--- config.mk ---
export PLATFORM = sky130hd
export DESIGN_NAME = knn2_cell
export DESIGN_NICKNAME = d
export VERILOG_FILES = /design/src/design/knn2_pkg.sv /design/src/design/knn2_cell.sv
export SDC_FILE = /design/constraint.sdc
export NUM_CORES = 1
export LEC_CHECK = 0
export ABC_CLOCK_PERIOD_IN_PS = 4280
export BUFFER_PORTS_ARGS = -buffer_cell sky130_fd_sc_hd__buf_2
export CORE_MARGIN = 5
export CORE_UTILIZATION = 38
export CTS_CLUSTER_DIAMETER = 50
export DETAILED_ROUTE_END_ITERATION = 8
export HOLD_SLACK_MARGIN = 0.1
export MAX_ROUTING_LAYER = met4
export PLACE_DENSITY = 0.78
export SLEW_MARGIN = 40
export SYNTH_ARGS = -nofsm -noshare
export SYNTH_HDL_FRONTEND = slang
export SYNTH_SLANG_ARGS = --single-unit
--- constraint.sdc ---
create_clock -name clock -period 4.28 [get_ports clock]
set_clock_uncertainty 0.05 [all_clocks]
set_input_delay 0.428 -clock clock [delete_from_list [all_inputs] [get_ports clock]]
set_output_delay 0.428 -clock clock [all_outputs]
set_load 0.02 [all_outputs]
--- src/design/knn2_pkg.sv ---
`default_nettype none
package knn2_pkg;

   // Item kinds
   localparam logic [1:0] KIND_CLEAR = 2'd0;
   localparam logic [1:0] KIND_LOAD  = 2'd1;
   localparam logic [1:0] KIND_QUERY = 2'd2;

   // Register indexes
   localparam logic [3:0] REG_DISTANCE_LIMIT  = 4'd0;
   localparam logic [3:0] REG_NEIGHBOUR_COUNT = 4'd1;

   // One stored point
   typedef struct packed {
      logic               valid;
      logic signed [15:0] x;
      logic signed [15:0] y;
      logic [7:0]         idx;
   } point_type;

   // Control shared by every cell of the store
   typedef struct packed {
      logic clear;
      logic load;
      logic rotate;
   } cell_ctrl_type;

endpackage
`default_nettype wire

--- src/design/knn2_cell.sv ---
`default_nettype none
module knn2_cell (
   input  wire                       clock,
   input  wire                       reset,
   input  wire knn2_pkg::cell_ctrl_type ctrl,
   input  wire knn2_pkg::point_type  new_pt,
   input  wire knn2_pkg::point_type  prev_pt,
   input  wire                       prev_greater,
   input  wire knn2_pkg::point_type  next_pt,
   output knn2_pkg::point_type       pt,
   output logic                      greater
);

   knn2_pkg::point_type pt_ff, pt_in;

   // Stored point lies strictly above the incoming y
   assign greater = pt_ff.valid && (pt_ff.y > new_pt.y);
   assign pt      = pt_ff;

   // Sorted insertion shifts up; rotation passes points toward cell zero
   always_comb begin
      pt_in = pt_ff;
      if (ctrl.clear) begin
         pt_in.valid = 1'b0;
      end else if (ctrl.load) begin
         if (prev_greater) begin
            pt_in = prev_pt;
         end else if (greater || (!pt_ff.valid && prev_pt.valid)) begin
            pt_in       = new_pt;
            pt_in.valid = 1'b1;
         end
      end else if (ctrl.rotate) begin
         pt_in = next_pt;
      end
   end

   always_ff @(posedge clock) begin
      if (reset) begin
         pt_ff.valid <= 1'b0;
      end else begin
         pt_ff.valid <= pt_in.valid;
      end
      pt_ff.x   <= pt_in.x;
      pt_ff.y   <= pt_in.y;
      pt_ff.idx <= pt_in.idx;
   end

endmodule
`default_nettype wire

==> results.sh <==
export IMPL_core_um2=6681
export IMPL_cts_htree_levels=2
export IMPL_largest_reg_flops=41
export IMPL_grtUsageTotal_pct=16.65
export IMPL_first_global_vias=2439
export IMPL_cts_root_buf="clkbuf_8"
export IMPL_cts_repair_resized=0
export IMPL_cp_arrival_ns=2.98
export IMPL_ctsHoldBuffers=0
export IMPL_worstSetupPathType="reg2reg"
export IMPL_routedWlPerCell_um=14.25
export IMPL_slew_violations=0
export IMPL_hold_depth=4
export IMPL_min_period_over_period_pct=70.99
export IMPL_p_leak_nw=1.783
export IMPL_drt_wl_total_um=7026
export IMPL_gr_total_overflow=0
export IMPL_synth_cell_types=31
export IMPL_crit_chain="ha_1 > nand4_2 > a2111oi_0 > or3_4 > o211ai_2 > nor2_4 > buf_12"
export IMPL_crit_cells=7
export IMPL_peakVddDrop_uv=121.8
export IMPL_powerDensity_nw_per_um2=277.4
export IMPL_postSynthCellCount=248
export IMPL_initialDrtViolationCount=81
export IMPL_cap_violations=0
export IMPL_clk_pin_slew_ns=0.08
export IMPL_tns_ns=0
export IMPL_seq_area_frac_synth_pct=47.54
export IMPL_dr_pass1_iters=4
export IMPL_io_buffers=169
export IMPL_insertion_delay_ns=0.29
export IMPL_syn2layout_area_growth_pct=39.06
export IMPL_syn_area_um2=2569
export IMPL_vias=2410
export IMPL_hp_class="in2reg"
export IMPL_vias_per_cell=4.888
export IMPL_worst_pin_slew_ns=0.6156
export IMPL_clk_path_buf_depth=2
export IMPL_syn_nets=393
export IMPL_startpoint_type="flip-flop"
export IMPL_cts_sinks=41
export IMPL_max_freq_mhz=329.1
export IMPL_final_common_cell="buf_2"
export IMPL_cts_made_buffers=5
export IMPL_rows=30
export IMPL_grt_pass1_wl_um=11090
export IMPL_slew_headroom_pct=57.90
export IMPL_required_ns=4.22
export IMPL_synth_seq_cells=41
export IMPL_setup_viol=0
export IMPL_n_antenna_cell=0
export IMPL_ant_nets=0
export IMPL_syn_avg_cell_area_um2=10.36
export IMPL_async_flop_share_pct=0
export IMPL_worstPathBufferInverterCount=1
export IMPL_design_power_total_mw=0.9909
export IMPL_start_util_pct=38.45
export IMPL_drive_above_1_share_pct=44.55
export IMPL_status="complete, no violations"
export IMPL_die_w_um=92.22
export IMPL_cts_setup_buffers=0
export IMPL_gp_congestion=0.8259
export IMPL_synth_edf_count=40
export IMPL_reg2regPathDepth=7
export IMPL_nNetsFinal=558
export IMPL_ios=171
export IMPL_worst_setup_path_end_kind="flip-flop"
export IMPL_crit_family="simple AND/OR/NAND/NOR gates"
export IMPL_fin_util_pct=53.46
export IMPL_synth_flop_cell="edfxtp_1"
export IMPL_layout_common_cells="buf_2 (169), a21oi_1 (45), nor2_1 (43), mux2i_1 (42), edfxtp_1 (40)"
export IMPL_slowest_delay_ns=0.61
export IMPL_dp_hpwl_um=5753
export IMPL_drc_errors=0
export IMPL_fp_dieH_um=92.22
export IMPL_cp_slowest_cell="a2111oi_0"
export IMPL_grt_max_degree=49
export IMPL_rsz0062_at_grt="no"
export IMPL_die_area_um2=8504
export IMPL_hold_violations=0
export IMPL_period_minus_slack_ns=3.038
export IMPL_cts_tree="yes"
export IMPL_path_max_fanout=21
export IMPL_antenna_found_initial=0
export IMPL_ys_warn_count=0
[Yosys cell counts (2+ instances only)]
library cell / n / share of area, %
edfxtp_1: 40 / 47
a21o_1: 2 / 0.58
a21oi_1: 45 / 8.8
clkbuf_1: 9 / 1.3
nor2b_1: 2 / 0.49
nand4_1: 2 / 0.49
ha_1: 16 / 7.8
nor3_1: 2 / 0.39
nand2_1: 5 / 0.73
mux2i_1: 42 / 16
buf_2: 4 / 0.78
inv_1: 17 / 2.5
nor2_1: 44 / 6.4
[report_power, final]
group          leakage (nW)  internal, mW  switching (mW)  total, mW
Sequential            0.383         0.479         0.00983      0.489
Clock                0.0387         0.110           0.128      0.238
Combinational          1.36         0.117           0.147      0.264
Total                  1.78         0.706           0.284      0.991
[metrics by stage]
stage	cells	area [µm²]	setup WS, ns	hold slack [ns]
2_1_floorplan	248	2569	0.1949	0.5131
3_3_place_gp	486	3496	1.049	0.4439
3_5_place_dp	486	3496	1.071	0.4620
4_1_cts	493	3572	1.181	0.3524
5_1_grt	493	3572	0.9543	0.3758
6_report	493	3572	1.242	0.3617
[final cells by class]
type                       instances  area (µm²)
tap                               80       100.1
fill                             615        3109
clock inverter                     1       3.754
sequential                        41        1221
inverter                          17       63.81
multi-input combinational        176        1230
timing repair buffer             172       880.8
clock buffer                       6       72.57
[routing by layer]
layer | GRT usage [%] | wire length (µm)
met1 | 17.94 | 2640
met2 | 30.72 | 3854
met3 | 4.348 | 508
met4 | 3.465 | 23
met5 | - | 0
[worst min-delay path: stages]
cell and delay (ns):
buf_2 0.07, nor2_1 0.04, nand2_1 0.05, mux2i_1 0.06
[kinds of logic after synthesis]
kind of cell	after synthesis	synth area share (%)
mux	42	16.37
fa+ha+maj	16	7.793
buf+inv	31	4.871
simple gates	63	11.40
compound gates	55	12.03
flops	41	47.54
[path summary, 6_finish.rpt]
kind / startpoint / endpoint / slack [ns]
max: pt[23] / pt[8] / 1.24
min: reset / pt[40] / 0.36
max reg2reg: pt[23] / pt[8] / 1.24
min reg2reg: pt[40] / pt[40] / 0.48
Power figures use the tool's default switching activity.
