<file path="config.mk">
export PLATFORM = sky130hd
export DESIGN_NAME = knn2_sqrt
export DESIGN_NICKNAME = d
export VERILOG_FILES = /design/src/design/knn2_sqrt.sv
export SDC_FILE = /design/constraint.sdc
export NUM_CORES = 1
export LEC_CHECK = 0
export ABC_AREA = 1
export BUFFER_PORTS_ARGS = -buffer_cell sky130_fd_sc_hd__buf_2
export CAP_MARGIN = 10
export CORE_MARGIN = 5
export CORE_UTILIZATION = 53
export DETAILED_ROUTE_END_ITERATION = 8
export GPL_TIMING_DRIVEN = 0
export PLACE_DENSITY = 0.77
export SYNTH_ARGS = -nofsm -noshare
export SYNTH_HDL_FRONTEND = slang
export SYNTH_SLANG_ARGS = --single-unit
</file>
<file path="constraint.sdc">
create_clock -name clock -period 2.1 [get_ports clock]
set_input_delay 0.105 -clock clock [delete_from_list [all_inputs] [get_ports clock]]
set_output_delay 0.105 -clock clock [all_outputs]
set_load 0.05 [all_outputs]
</file>
<file path="src/design/knn2_sqrt.sv">
`default_nettype none
module knn2_sqrt (
   input  wire         clock,
   input  wire         reset,
   input  wire         start,
   input  wire  [33:0] value,
   output logic        done,
   output logic [16:0] root
);

   logic [33:0] v_ff, v_in;
   logic [19:0] rem_ff, rem_in;
   logic [16:0] root_ff, root_in;
   logic [4:0]  step_ff, step_in;
   logic        busy_ff, busy_in;
   logic        done_ff, done_in;
   logic [19:0] rem_sh;
   logic [19:0] trial;

   assign rem_sh = {rem_ff[17:0], v_ff[33:32]};
   assign trial  = {1'b0, root_ff, 2'b01};
   assign done   = done_ff;
   assign root   = root_ff;

   // Two radicand bits per cycle, one root bit per cycle while busy
   always_comb begin
      v_in    = v_ff;
      rem_in  = rem_ff;
      root_in = root_ff;
      step_in = step_ff;
      busy_in = busy_ff;
      done_in = 1'b0;
      if (start) begin
         v_in    = value;
         rem_in  = '0;
         root_in = '0;
         step_in = '0;
         busy_in = 1'b1;
      end else if (busy_ff) begin
         v_in = {v_ff[31:0], 2'b00};
         if (rem_sh >= trial) begin
            rem_in  = rem_sh - trial;
            root_in = {root_ff[15:0], 1'b1};
         end else begin
            rem_in  = rem_sh;
            root_in = {root_ff[15:0], 1'b0};
         end
         step_in = step_ff + 5'd1;
         if (step_ff == 5'd16) begin
            busy_in = 1'b0;
            done_in = 1'b1;
         end
      end
   end

   always_ff @(posedge clock) begin
      if (reset) begin
         busy_ff <= 1'b0;
         done_ff <= 1'b0;
      end else begin
         busy_ff <= busy_in;
         done_ff <= done_in;
      end
      v_ff    <= v_in;
      rem_ff  <= rem_in;
      root_ff <= root_in;
      step_ff <= step_in;
   end

endmodule
`default_nettype wire

</file>
==> results of run 1 <==
[where the power goes]
part           internal (W)  total [W]  switching [W]
Combinational       0.00180    0.00457        0.00278
Clock              0.000464    0.00109       0.000629
Sequential          0.00175    0.00188       0.000132
Total               0.00401    0.00755        0.00354
[sequential cells by signal (all words and copies together), names as in the netlist]
| signal | flops |
|---|---|
| root | 17 |
| v_ff | 34 |
| busy_ff | 1 |
| done | 1 |
| rem_ff | 18 |
| step_ff | 5 |
[synthesized netlist by cell type, types with 4 or more instances]
master | n | share of area [%]
xor2_1 | 5 | 1.0
o22ai_1 | 16 | 2.3
ha_1 | 21 | 6.1
nand2_1 | 251 | 22
dfxtp_1 | 42 | 20
nand3b_1 | 9 | 1.6
nand3_2 | 4 | 0.93
nor2_1 | 25 | 2.2
inv_1 | 82 | 7.1
o21ai_0 | 12 | 1.4
edfxtp_1 | 34 | 24
nand3_1 | 35 | 4.1
nor3_1 | 6 | 0.70
clkbuf_1 | 10 | 0.87
a21oi_1 | 11 | 1.3
[area by class of cell]
cell class                 count  area share (%)
sequential                    76            36.0
timing repair buffer          66            7.06
clock inverter                 7            1.25
multi-input combinational    416            42.8
tap                          102            2.45
buffer                        16            1.78
clock buffer                   9            2.38
inverter                      87            6.26
[worst paths after layout]
kind                     end  cells past startpoint
setup / recovery   rem_ff[9]                     12
hold / removal       v_ff[1]                      3
setup reg to reg   rem_ff[9]                     12
hold reg to reg   rem_ff[17]                      2
[worst max-delay path, stage by stage, from the launching register on]
cell and delay [ps]:
dfxtp_2 330, inv_1 60, ha_2 400, nand2_1 80, nor2_1 120, inv_1 100, nor2_2 160, nand2_4 140
nand2_8 110, buf_12 140, nand2_1 70, nand3_1 80, nand2_1 70
[routing by layer]
| metal | track usage, % | routed length, µm | vias up |
|---|---|---|---|
| met3 | 4.10 | 607 | 24 |
| li1 | - | - | 2029 |
| met5 | 0 | 0 | - |
| met4 | 11.6 | 346 | 0 |
| met2 | 34.5 | 4890 | 127 |
| met1 | 25.6 | 4500 | 1802 |
[logic make-up after synthesis]
group           after synthesis  synth area share [%]
compound gates               45                  5.90
xor+xnor                      8                  1.63
fa+ha+maj                    21                  6.10
buf+inv                     103                  9.70
flops                        76                  43.2
simple gates                341                  33.5
[per-stage QoR]
| step | total power [W] | instances | cell area [µm²] | TNS [ps] | hold WS, ps |
|---|---|---|---|---|---|
| 3_3_place_gp | 0.00581 | 750 | 4730 | -24560 | 288 |
| 6_report | 0.00755 | 779 | 5210 | 0 | 9.47 |
| 3_5_place_dp | 0.00586 | 750 | 4720 | -43.3 | 295 |
| 2_1_floorplan | 0.00506 | 594 | 4330 | 0 | 184 |
| 5_1_grt | 0.00821 | 779 | 5210 | -46.5 | 2.91 |
| 4_1_cts | 0.00706 | 772 | 4960 | 0 | 2.59 |
[repair_timing]
item                       in CTS  in global routing
hold buffers                    3                  0
pin swaps                       1                  3
buffers inserted                3                  6
setup endpoints to repair       4                 19
cloned                          0                  1
hold endpoints to repair        4                  0
resized for setup               0                 29
==> flow_summary.yaml, run 1 <==
synthesis:
  yosys_warnings: 0
  synth_cell_types: 32
  ys.flop_type: "dfxtp_1"
  syn_area_mm2: 0.00431
  seq_area_frac_synth_pct: 43.2
  synthesis.nets: 652
  synth.avg_cell_area_um2: 7.25
  ys_ff_latch: 76
  syn_inst: 594
  synth_edf_count: 34
  synthArstFlopShare_pct: 0
clocking:
  cts_root_buf: "clkbuf_8"
  numCtsBuffers: 9
  clkLatencyLatePin_ps: 360
  h-tree-depth: 3
  clkSlewWorstSetupHoldPaths_ps: 90
  cts_sinks: 76
  cts_tree: "yes"
  clock_path_buffers: 2
floorplanning:
  io_pins: 55
  rows: 32
  core_mm2: 0.00781
  die_y_um: 100
  dieWidth_um: 100
  start_util_pct: 55.2
  die_area_mm2: 0.0100
final_layout:
  fill_cells: 674
  multi_input_area_mm2: 0.00223
  drive_gt1_share_pct: 20.1
  register_area_mm2: 0.00188
  utilization_pct: 66.8
  num-nets-final: 730
  layout_common_cells: "nand2_1 (250), inv_1 (79), buf_2 (55), nand3_1 (35), edfxtp_1 (34)"
  diodes: 0
  layout_commonest_cell: "nand2_1"
  synthToLayoutAreaGrowth_pct: 21.0
sta:
  relSlewSlack_pct: 40.9
  slew_violations: 0
  worst_pin_slew_ps: 887
  period_share_pct: 94.5
  fin_crit_ps: 1980
  finalHoldViolCount: 0
  skew_ps: 12.0
  setup_ws_ps: 116
  timing.fmax_mhz: 504
  setup_viol: 0
placement:
  port_buffers: 54
  place_hpwl_mm: 7.57
  gp_congestion: 0.923
  place_ws_ps: -28.3
worst_setup_path:
  worst_ep_arrival_time_ps: 2230
  r2r-start: "root[13]"
  worstSetupStartpointType: "flip-flop"
  crit_start: "root[13]"
  crit_fanout: 10
  cp-end-kind: "flip-flop"
  rrSetupSlack_ps: 120
  required_ps: 2340
  path_class: "reg -> reg"
routing:
  drt-pass1-iter-count: 5
  ant_nets: 0
  viasPerCell: 5.11
  drtIter0Drc: 261
  wl_per_cell_um: 13.3
  num_vias: 3982
  drcViolationCount: 0
  wl_mm: 10.3
global_routing:
  grt_first_pass_wirelength_mm: 17.1
  antenna_found_initial: 0
  grt_use_total_pct: 20.9
  first_global_vias: 3929
  grt_max_degree: 44
  overflow: 0
hold_path:
  hold_class: "in -> reg"
  hold_start: "value[1]"
status:
  status: "completed"
flow_run:
  drv_cap: 0
power:
  ir_drop_mv: 0.510
  p_leak_nw: 2.62
  power_density_mw_per_mm2: 1450
No activity file was read; power rests on OpenSTA's default activity.
==> run 2: changes to the inputs <==
==> config.mk (replaced) <==
export PLATFORM = sky130hd
export DESIGN_NAME = knn2_sqrt
export DESIGN_NICKNAME = d
export VERILOG_FILES = /design/src/design/knn2_sqrt.sv
export SDC_FILE = /design/constraint.sdc
export NUM_CORES = 1
export LEC_CHECK = 0
export BUFFER_PORTS_ARGS = -buffer_cell sky130_fd_sc_hd__buf_2
export CAP_MARGIN = 10
export CORE_MARGIN = 5
export CORE_UTILIZATION = 52
export DETAILED_ROUTE_END_ITERATION = 8
export GPL_TIMING_DRIVEN = 0
export PLACE_DENSITY = 0.75
export SYNTH_ARGS = -nofsm -noshare
export SYNTH_HDL_FRONTEND = slang
export SYNTH_SLANG_ARGS = --single-unit
==> flow_summary.yaml, run 2 <==
final_layout:
  num-nets-final: 544
  drive_gt1_share_pct: 40.9
  synthToLayoutAreaGrowth_pct: 27.0
  layout_commonest_cell: "buf_2"
  largest_reg_flops: 34
  diodes: 0
  design_area_mm2: 0.00536
  layout_common_cells: "buf_2 (55), nor2_1 (40), edfxtp_1 (34), mux2_2 (32), dfxtp_1 (25)"
  utilization_pct: 68.6
  top_register: "v_ff"
sta:
  slew_violations: 0
  rsz0062_at_grt: "yes"
  worst_pin_slew_ps: 692
  relSlewSlack_pct: 53.9
  period_share_pct: 113
  setup_ws_ps: -281
  skew_ps: 8.82
  setup_viol: 19
  fin_crit_ps: 2380
  timing.fmax_mhz: 420
  setup_tns_ps: -4610
  finalHoldViolCount: 0
global_routing:
  first_global_vias: 3465
  use_met2_pct: 37.4
  grt_use_total_pct: 21.3
  antenna_found_initial: 0
  grtUsageMet3_pct: 4.31
  grt_max_degree: 18
  overflow: 0
  top_usage_layer: "met2"
  grtUsageMet1_pct: 25.9
  grt_first_pass_wirelength_mm: 16.8
synthesis:
  synth_xor_area_share_pct: 3.32
  synth_top_cell_by_area: "edfxtp_1"
  syn_area_mm2: 0.00422
  synth-simple-area-share_pct: 13.2
  yosys_warnings: 0
  syn_inst: 404
  muxShareOfSynthArea_pct: 12.8
  synth_common_cells: "dfxtp_1 (42), nor2_1 (40), edfxtp_1 (34)"
  ys_ff_latch: 76
  synth.avg_cell_area_um2: 10.4
  synthTopCellsByArea: "edfxtp_1 (24%), dfxtp_1 (20%), mux2_2 (8.5%), ha_1 (6.2%), mux2i_1 (4.3%)"
  synth_top_family_by_area: "compound AO/OA/AOI/OAI gates"
  synth_edf_count: 34
  ys.flop_type: "dfxtp_1"
  synth_top_area_share_pct: 24.2
  synthArstFlopShare_pct: 0
  seq_area_frac_synth_pct: 44.1
  synth_cell_types: 63
  synthesis.nets: 462
  synth_fa_ha_area_share_pct: 6.23
  synth_compound_area_share_pct: 15.6
  yosysMostFrequentCell: "dfxtp_1"
clocking:
  clock_path_buffers: 2
  h-tree-depth: 3
  numCtsBuffers: 9
  cts_root_buf: "clkbuf_8"
  clkLatencyLatePin_ps: 360
  cts_sinks: 76
  clkSlewWorstSetupHoldPaths_ps: 80
  cts_tree: "yes"
routing:
  num_vias: 3482
  wl_per_cell_um: 18.1
  ant_nets: 0
  drt-pass1-iter-count: 5
  drtIter0Drc: 190
  drcViolationCount: 0
  wl_mm: 10.7
  viasPerCell: 5.87
status:
  status: "finished, violations left"
  violations: "negative setup slack"
worst_setup_path:
  slowest_stage: "o31a_4"
  path_class: "reg -> reg"
  worst_ep_arrival_time_ps: 2620
  worstSetupStartpointType: "flip-flop"
  crit_top_cell: "o31a_4"
  required_ps: 2340
  cp-end-kind: "flip-flop"
  crit_chain: "inv_4 -> ha_4 -> nor2b_4 -> o31a_1 -> o31a_4 -> o31a_4 -> clkbuf_16 -> o21ai_4 -> o211ai_1"
  critPathBufInv: 2
  crit_fanout: 5
  critical-path-top-delay-family: "compound AO/OA/AOI/OAI gates"
  critPathMaxStageDelay_ps: 400
floorplanning:
  die_area_mm2: 0.0100
  io_pins: 55
  core_mm2: 0.00781
  rows: 32
  dieWidth_um: 100
  start_util_pct: 54.1
  die_y_um: 100
hold_path:
  hold_class: "in -> reg"
power:
  power_density_mw_per_mm2: 1730
  p_leak_nw: 2.11
  ir_drop_mv: 1.35
flow_run:
  drv_cap: 0
placement:
  gp_congestion: 0.894
  place_hpwl_mm: 7.13
  placed_cell_area_mm2: 0.00485
  port_buffers: 54
run 2: changes by cell type in the layout (fill, tap and decap cells not counted), moves of 8 or more:
cell and change:
dfxtp_4 +13, nand3b_1 -8, inv_1 -62, nor2_1 +16
mux2_2 +32, nand3_1 -28, dfxtp_2 -9, and2_1 +8
o22ai_1 -16, o21ai_0 -8, mux2i_1 +18, nand2_1 -234
run 2: worst paths after layout:
check | startpoint | to | slack [ps] | cells after the start
max | root[0] | rem_ff[15] | -280 | 9
min | value[1] | v_ff[1] | 40 | 2
max reg2reg | root[0] | rem_ff[15] | -280 | 9
min reg2reg | root[6] | root[6] | 510 | 2
run 2: report_power, final:
| part | switching (W) | internal [W] | total, W |
|---|---|---|---|
| logic | 0.00333 | 0.00285 | 0.00618 |
| registers | 0.000209 | 0.00177 | 0.00198 |
| clock network | 0.000573 | 0.000550 | 0.00112 |
run 2: worst register-to-register path: stages (launching register included):
cell and delay (ps):
dfxtp_4 370, inv_4 40, ha_4 230, nor2b_4 130, o31a_1 310, o31a_4 320, o31a_4 400, clkbuf_16 170
o21ai_4 170, o211ai_1 120
run 2: through the flow:
step / hold WS [ps] / power [W] / worst slack (ps) / instances
after CTS: 32.1 / 0.00848 / -292 / 589
after global placement: 284 / 0.00656 / -454 / 560
final: 41.6 / 0.00928 / -281 / 593
after floorplan: 177 / 0.00562 / -211 / 404
after global routing: 27.9 / 0.00975 / -322 / 593
after detailed placement: 296 / 0.00662 / -457 / 560
run 2: cell type report:
type                    instances  area [µm²]
multi-input cells             282        2450
fillers                       604        2450
flip-flops and latches         76        1920
repair buffers                 72         450
clock buffers                  10         128
well taps                     102         128
plain buffers                  21         125
inverters                      23        92.6
clock inverters                 6        63.8
repair inverters                1        7.51
run 2: cells by family after synthesis:
group / count (synthesis)
AOI/OAI and AO/OA: 84
buffers and inverters: 46
DFF: 76
adders and majority gates: 21
and+or+nand+nor: 111
xor gates and xnor gates: 16
muxes: 50
run 2: timing repair:
action	CTS	global route
resized for setup	18	22
gates cloned	1	1
setup buffers	11	6
pin swaps	11	16
endpoints found under the hold margin	2	0
setup endpoints to repair	53	19
hold buffers	1	0
run 2: routing by layer:
layer | wire length, µm | vias to the layer above
li1 | - | 1654
met1 | 4570 | 1691
met2 | 5380 | 114
met3 | 581 | 23
met4 | 197 | 0
met5 | 0 | -
